### config.mk
export PLATFORM = sky130hd
export DESIGN_NAME = toeplitz_flow_hash
export DESIGN_NICKNAME = d
export VERILOG_FILES = /design/src/hw/rtl/tfh_pkg.sv /design/src/hw/rtl/tfh_key_regs.sv /design/src/hw/rtl/tfh_xor_slice.sv /design/src/hw/rtl/toeplitz_flow_hash.sv
export VERILOG_INCLUDE_DIRS = /design/src /design/src/hw/rtl
export SDC_FILE = /design/constraint.sdc
export NUM_CORES = 2
export LEC_CHECK = 0
export CORE_ASPECT_RATIO = 1.5
export CORE_MARGIN = 2
export CORE_UTILIZATION = 30
export CTS_BUF_LIST = sky130_fd_sc_hd__clkbuf_16
export DETAILED_ROUTE_END_ITERATION = 16
export DONT_BUFFER_PORTS = 1
export PLACE_DENSITY = 0.41
export SYNTH_ARGS = -nofsm -noshare
export SYNTH_HDL_FRONTEND = slang
export SYNTH_SLANG_ARGS = --single-unit
export TNS_END_PERCENT = 5
### constraint.sdc
create_clock -name clk -period 13.5 [get_ports clk]
set_clock_uncertainty 0.15 [all_clocks]
set_input_delay 3.375 -clock clk [delete_from_list [all_inputs] [get_ports clk]]
set_output_delay 3.375 -clock clk [all_outputs]
set_load 0.02 [all_outputs]
### src/hw/rtl/toeplitz_flow_hash_defines.svh
// assertion macros for the toeplitz flow hash block
// expects clk and arst_n in the scope of each use
`ifndef TOEPLITZ_FLOW_HASH_DEFINES_SVH
`define TOEPLITZ_FLOW_HASH_DEFINES_SVH

// checked out of reset only
`define TFH_ASSERT(lbl, prop, msg) \
	lbl: assert property (@(posedge clk) disable iff (!arst_n) prop) else $error(msg);

// checked at every edge, reset included
`define TFH_ASSERT_ALWAYS(lbl, prop, msg) \
	lbl: assert property (@(posedge clk) prop) else $error(msg);

`endif

### src/hw/rtl/tfh_pkg.sv
// shared constants and types for the toeplitz flow hash block
// no dependencies
package tfh_pkg;

	localparam int KEY_BYTES      = 40;
	localparam int KEY_WORD_W     = 64;
	localparam int KEY_WORDS      = KEY_BYTES / 8;
	localparam int KEY_BITS       = KEY_BYTES * 8;
	localparam int STR_BITS       = 104;
	localparam int HASH_W         = 32;
	localparam int STAGES         = 4;
	localparam int BITS_PER_STAGE = STR_BITS / STAGES;
	localparam int SEG_BITS       = BITS_PER_STAGE + HASH_W - 1;
	localparam int CFG_IDX_W      = 3;

	// register indexes of the key words
	localparam logic [CFG_IDX_W-1:0] REG_KEY_WORD0 = 3'd0;
	localparam logic [CFG_IDX_W-1:0] REG_KEY_WORD4 = 3'd4;

	typedef struct packed {
		logic [STR_BITS-1:0] str;
		logic [HASH_W-1:0]   acc;
	} tfh_item_t;

endpackage

### src/hw/rtl/tfh_key_regs.sv
// key register file, five 64-bit words written through the config port
// depends on tfh_pkg
module tfh_key_regs (
	input  logic                           clk,
	input  logic                           arst_n,
	input  logic                           cfg_wr_en,
	input  logic [tfh_pkg::CFG_IDX_W-1:0]  cfg_index,
	input  logic [tfh_pkg::KEY_WORD_W-1:0] cfg_wdata,
	output logic [tfh_pkg::KEY_BITS-1:0]   key_flat
);
	import tfh_pkg::*;

	logic [KEY_WORD_W-1:0] key_q [KEY_WORDS];

	always_ff @(posedge clk or negedge arst_n) begin
		if (!arst_n) begin
			for (int w = 0; w < KEY_WORDS; w++) begin
				key_q[w] <= '0;
			end
		end else if (cfg_wr_en && cfg_index <= REG_KEY_WORD4) begin
			key_q[cfg_index] <= cfg_wdata;
		end
	end

	// word 0 sits at the top, key bit 0 is the msb
	always_comb begin
		for (int w = 0; w < KEY_WORDS; w++) begin
			key_flat[KEY_BITS-1-w*KEY_WORD_W -: KEY_WORD_W] = key_q[w];
		end
	end

endmodule

### src/hw/rtl/tfh_xor_slice.sv
// one pipeline slice: folds the top bits of the header string into the hash
// depends on tfh_pkg
module tfh_xor_slice (
	input  logic [tfh_pkg::SEG_BITS-1:0] key_seg,
	input  tfh_pkg::tfh_item_t           item_in,
	output tfh_pkg::tfh_item_t           item_out
);
	import tfh_pkg::*;

	logic [HASH_W-1:0]         term [BITS_PER_STAGE];
	logic [BITS_PER_STAGE-1:0] col  [HASH_W];

	// key window for each string bit, masked by that bit
	always_comb begin
		for (int i = 0; i < BITS_PER_STAGE; i++) begin
			term[i] = key_seg[SEG_BITS-1-i -: HASH_W] & {HASH_W{item_in.str[STR_BITS-1-i]}};
		end
	end

	// column parity per hash bit
	always_comb begin
		for (int b = 0; b < HASH_W; b++) begin
			for (int i = 0; i < BITS_PER_STAGE; i++) begin
				col[b][i] = term[i][b];
			end
		end
	end

	always_comb begin
		for (int b = 0; b < HASH_W; b++) begin
			item_out.acc[b] = item_in.acc[b] ^ (^col[b]);
		end
		item_out.str = item_in.str << BITS_PER_STAGE;
	end

endmodule

### src/hw/rtl/toeplitz_flow_hash.sv
// toeplitz receive-side hash over an ipv4 5-tuple, top level
// depends on tfh_pkg, tfh_key_regs, tfh_xor_slice, toeplitz_flow_hash_defines.svh
//
// channel  direction  handshake               payload
// in       request in in_valid / in_ready     source_address .. protocol_number
// out      request out out_valid / out_ready  flow_hash
// cfg      write      cfg_wr_en               cfg_index, cfg_wdata
//
// four register stages s1 to s4, 26 header bits folded per stage
// one request per cycle unless out_ready stalls the output; s4 is the output register
// a stall holds every stage that is full, empty stages keep filling
// reset clears the stage valid bits and the key to zero
module toeplitz_flow_hash (
	input  logic                           clk,
	input  logic                           arst_n,
	input  logic                           cfg_wr_en,
	input  logic [tfh_pkg::CFG_IDX_W-1:0]  cfg_index,
	input  logic [tfh_pkg::KEY_WORD_W-1:0] cfg_wdata,
	input  logic                           in_valid,
	output logic                           in_ready,
	input  logic [31:0]                    source_address,
	input  logic [31:0]                    destination_address,
	input  logic [15:0]                    source_port,
	input  logic [15:0]                    destination_port,
	input  logic [7:0]                     protocol_number,
	output logic                           out_valid,
	input  logic                           out_ready,
	output logic [tfh_pkg::HASH_W-1:0]     flow_hash
);
	import tfh_pkg::*;
	`include "toeplitz_flow_hash_defines.svh"

	logic [KEY_BITS-1:0] key_flat;
	tfh_item_t           item_in;
	tfh_item_t           nxt1, nxt2, nxt3, nxt4;
	tfh_item_t           item_s1, item_s2, item_s3, item_s4;
	logic                valid_s1, valid_s2, valid_s3, valid_s4;
	logic                adv1, adv2, adv3, adv4;

	tfh_key_regs u_key (
		.clk       (clk),
		.arst_n    (arst_n),
		.cfg_wr_en (cfg_wr_en),
		.cfg_index (cfg_index),
		.cfg_wdata (cfg_wdata),
		.key_flat  (key_flat)
	);

	assign item_in.str = {source_address, destination_address, source_port,
		destination_port, protocol_number};
	assign item_in.acc = '0;

	tfh_xor_slice u_slice1 (
		.key_seg  (key_flat[KEY_BITS-1 -: SEG_BITS]),
		.item_in  (item_in),
		.item_out (nxt1)
	);

	tfh_xor_slice u_slice2 (
		.key_seg  (key_flat[KEY_BITS-1-BITS_PER_STAGE -: SEG_BITS]),
		.item_in  (item_s1),
		.item_out (nxt2)
	);

	tfh_xor_slice u_slice3 (
		.key_seg  (key_flat[KEY_BITS-1-2*BITS_PER_STAGE -: SEG_BITS]),
		.item_in  (item_s2),
		.item_out (nxt3)
	);

	tfh_xor_slice u_slice4 (
		.key_seg  (key_flat[KEY_BITS-1-3*BITS_PER_STAGE -: SEG_BITS]),
		.item_in  (item_s3),
		.item_out (nxt4)
	);

	// a stage loads when it is empty or its contents move on
	assign adv4     = !valid_s4 || out_ready;
	assign adv3     = !valid_s3 || adv4;
	assign adv2     = !valid_s2 || adv3;
	assign adv1     = !valid_s1 || adv2;
	assign in_ready = adv1;

	always_ff @(posedge clk or negedge arst_n) begin
		if (!arst_n) begin
			valid_s1 <= 1'b0;
			valid_s2 <= 1'b0;
			valid_s3 <= 1'b0;
			valid_s4 <= 1'b0;
		end else begin
			if (adv1) valid_s1 <= in_valid;
			if (adv2) valid_s2 <= valid_s1;
			if (adv3) valid_s3 <= valid_s2;
			if (adv4) valid_s4 <= valid_s3;
		end
	end

	always_ff @(posedge clk) begin
		if (adv1) item_s1 <= nxt1;
		if (adv2) item_s2 <= nxt2;
		if (adv3) item_s3 <= nxt3;
		if (adv4) item_s4 <= nxt4;
	end

	assign out_valid = valid_s4;
	assign flow_hash = item_s4.acc;

	`TFH_ASSERT(a_accept_fills_s1, in_valid && in_ready |=> valid_s1, "accepted request lost")
	`TFH_ASSERT(a_s1_holds, valid_s1 && !adv2 |=> valid_s1 && $stable(item_s1),
		"stalled stage changed")
	`TFH_ASSERT(a_string_used, valid_s4 |-> item_s4.str == '0,
		"header bits left unfolded")
	`TFH_ASSERT_ALWAYS(a_reset_empty, !arst_n |-> !out_valid, "output valid in reset")

endmodule
==> out/metrics.cfg <==
[clock_network]
cts_resized=0
clock_path_buffers=3
htree_levels=2
cts_tree=built
cts_buffers=53
clock-root-buffer=clkbuf_16
insertion_delay_ns=0.67
clk_pin_slew_ns=0.07
cts_hold_buf=0
clock_sinks=423
postCtsSetupBuffers=0

[route]
via_count=50400
avgRoutedWirePerCell_um=28.4
dr.first_iter.drc_count=4421
antenna_left=0
drc=0
vias_per_cell=5.09
wl_um=280000
drt_first_pass_iters=7

[critical_path]
required_ns=9.97
cp-end-kind=output pin
crit_type=in -> out
arrival_ns=4.92
cp-start-kind=input port
worst-path-max-fanout=36

[place]
place.gp.congestion=0.849
place_ws_ns=4.94
placed_cells=9762
port_buffers=0
place_hpwl_um=160000
dpl-instance-area_um2=61100

[yosys]
synth_compound_area_share_pct=0
yosysTopAreaCell=xnor2_1
syn_area_per_cell_um2=7.87
synth-simple-area-share_pct=21.0
synth.distinct_cells=26
synth_top_area_share_pct=29.7
yosysWarnings=0
yosys-top-cells-count=3325 x nand2_1, 2033 x xnor2_1, 736 x xor2_1, 353 x buf_2, 284 x edfxtp_1
synth-edff-count=284
async_flop_share_pct=32.9
syn_nets=7805
synthAdderAreaFrac_pct=0
synth_top_family_by_area=XOR/XNOR gates
synth_mux_area_share_pct=2.53
synthCells=7629
synth-xor-area-share_pct=50.4
synth.cell_area_um2=60000
yosysMostFrequentCell=nand2_1
yosys_most_used_dff=edfxtp_1
ys_ff_latch=423
ys_seq_area_share_pct=20.0
synth_area_leaders=xnor2_1 30%, nand2_1 21%, edfxtp_1 14%, xor2_1 11%, xnor3_1 9.6%

[timing]
setup_slack_ns=5.05
holdWs_ns=0.248
timing.final.crit_period_ns=8.45
period_share_pct=62.6
worstMarginPinSlew_ns=1.21
setup-tns-final_ns=0
finalSetupViolCount=0
final-hold-violation-count=0
fmaxAchievable_mhz=118
maxSlewHeadroom_pct=19.6
rsz0062_at_grt=no
drv_slew=0

[global_routing]
grt_usage_pct=26.9
grt_antenna_before_repair=43
grt_max_degree=140
grt_pass1_vias=50800
grt_pass1_wl_um=395000
overflow=0

[power]
internal_power_uw=9370
p_sw_uw=7890
switching_share_pct=45.7
power.density_nw_per_um2=274
leakage_uw=0.0241
ir_worst_vdd_mv=0.158
p_comb_share_pct=75.8
p_seq_share_pct=16.0
pwr-share-clk_pct=8.2

[min_path]
hp-class=reg -> reg

[die]
initial_core_util_pct=30.1
ios=210
floorplan.core_area_um2=199000
die_h_um=552
die_x_um=369
floorplan.die_area_um2=204000
num_rows=201

[finish]
fin_nets=7354
instances_no_fill=9893
finish.instance_area_um2=62900
layout-drive-gt1-share_pct=5.97
fill_cells=20900
area_delta_synth_final_pct=4.77

[run_status]
status=completed

[job]
max-cap-violations=0

[state kept, by name, indices dropped and copies added (netlist names)]
| signal | count |
|---|---|
| item_s3 | 58 |
| valid_s2 | 1 |
| u_key.key_flat | 135 |
| out_valid | 1 |
| flow_hash | 32 |
| valid_s1 | 1 |
| item_s2 | 84 |
| valid_s3 | 1 |
| item_s1 | 110 |
[cells in the final DEF, fill, tap and decap left out]
| master | Yosys | layout |
|---|---|---|
| xnor3_1 | 256 | 256 |
| nand2_1 | 3325 | 3324 |
| clkinv_8 | 0 | 1 |
| buf_4 | 125 | 184 |
| clkinv_4 | 0 | 4 |
| clkbuf_16 | 0 | 54 |
| inv_1 | 1 | 9 |
| xnor2_1 | 2033 | 2033 |
| clkinv_1 | 0 | 12 |
| nor3b_2 | 1 | 2 |
| nor2b_1 | 1 | 1 |
| edfxtp_1 | 284 | 284 |
| inv_8 | 0 | 1 |
| clkinv_16 | 0 | 1 |
| nand4_1 | 1 | 1 |
| clkinvlp_4 | 0 | 5 |
| or2_2 | 1 | 1 |
| dfrtp_1 | 139 | 130 |
| xor2_1 | 736 | 736 |
| dfrtp_2 | 0 | 9 |
| nand2b_1 | 4 | 4 |
| mux2_2 | 135 | 135 |
| diode_2 | 0 | 33 |
| inv_6 | 0 | 4 |
| nand2_2 | 3 | 3 |
| nand2_4 | 1 | 2 |
| nand3_4 | 0 | 1 |
| nor3_4 | 0 | 1 |
| bufinv_16 | 0 | 2 |
| clkinv_2 | 0 | 6 |
| xnor2_2 | 15 | 15 |
[cell type report]
| cell class | count | area [um^2] | area share, % |
|---|---|---|---|
| Multi-Input combinational cell | 6515 | 44400 | 70.6 |
| Sequential cell | 423 | 12000 | 19.1 |
| Tap cell | 2639 | 3300 | 5.25 |
| Timing Repair Buffer | 184 | 1380 | 2.20 |
| Clock buffer | 54 | 1350 | 2.15 |
| Clock inverter | 44 | 330 | 0.525 |
| Antenna cell | 33 | 82.6 | 0.131 |
| Inverter | 1 | 3.75 | 0.00597 |
[per-stage QoR]
step                      total power [uW]  utilization (%)
after floorplan                      11900                -
after global placement               15600             30.6
after detailed placement             15600             30.6
after CTS                            17200             31.5
after global routing                 17900             31.5
final                                17300             31.5
[cells by family after synthesis]
logic type | after synthesis
XOR/XNOR | 3040
buffers and inverters | 691
flip-flops | 423
multiplexers | 135
AND/OR/NAND/NOR | 3340
[path summary, 6_finish.rpt]
path | from | endpoint | slack, ns | cells past startpoint
worst max-delay path | out_ready | in_ready | 5.05 | 3
worst min register to register | item_s1[108]$_DFFE_PP_ | item_s2[134]$_DFFE_PP_ | 0.25 | 0
max in group asynchronous | arst_n | u_key.key_flat[294]$_DFFE_PN0P_ | 10.18 | 0
min in group asynchronous | arst_n | out_valid$_DFFE_PN0P_ | 2.25 | 0
worst max register to register | u_key.key_flat[287]$_DFFE_PN0P_ | item_s1[21]$_DFFE_PP_ | 10.17 | 6
worst min-delay path | item_s1[108]$_DFFE_PP_ | item_s2[134]$_DFFE_PP_ | 0.25 | 0
[power groups by stage]
stage               sequential (uW)  combinational (uW)  clock [uW]
floorplan                      2510                9360           0
global placement               2790               12900           0
detailed placement             2790               12800           0
CTS                            2770               13000        1490
global route                   2790               13600        1520
finish                         2760               13100        1420
[routing by layer]
| metal | vias to the layer above | GRT usage (%) | part of all wire, % |
|---|---|---|---|
| met2 | 2406 | 46.4 | 48 |
| li1 | 22100 | - | - |
| met1 | 25000 | 31.0 | 38 |
| met5 | - | 0 | 0.089 |
| met4 | 36 | 15.6 | 6.3 |
| met3 | 842 | 5.21 | 7.4 |
[critical path: stages]
cell and delay (ns):
nor2b_1 0.45, nand4_1 0.57, buf_4 0.50
Power figures use the tool's default switching activity.
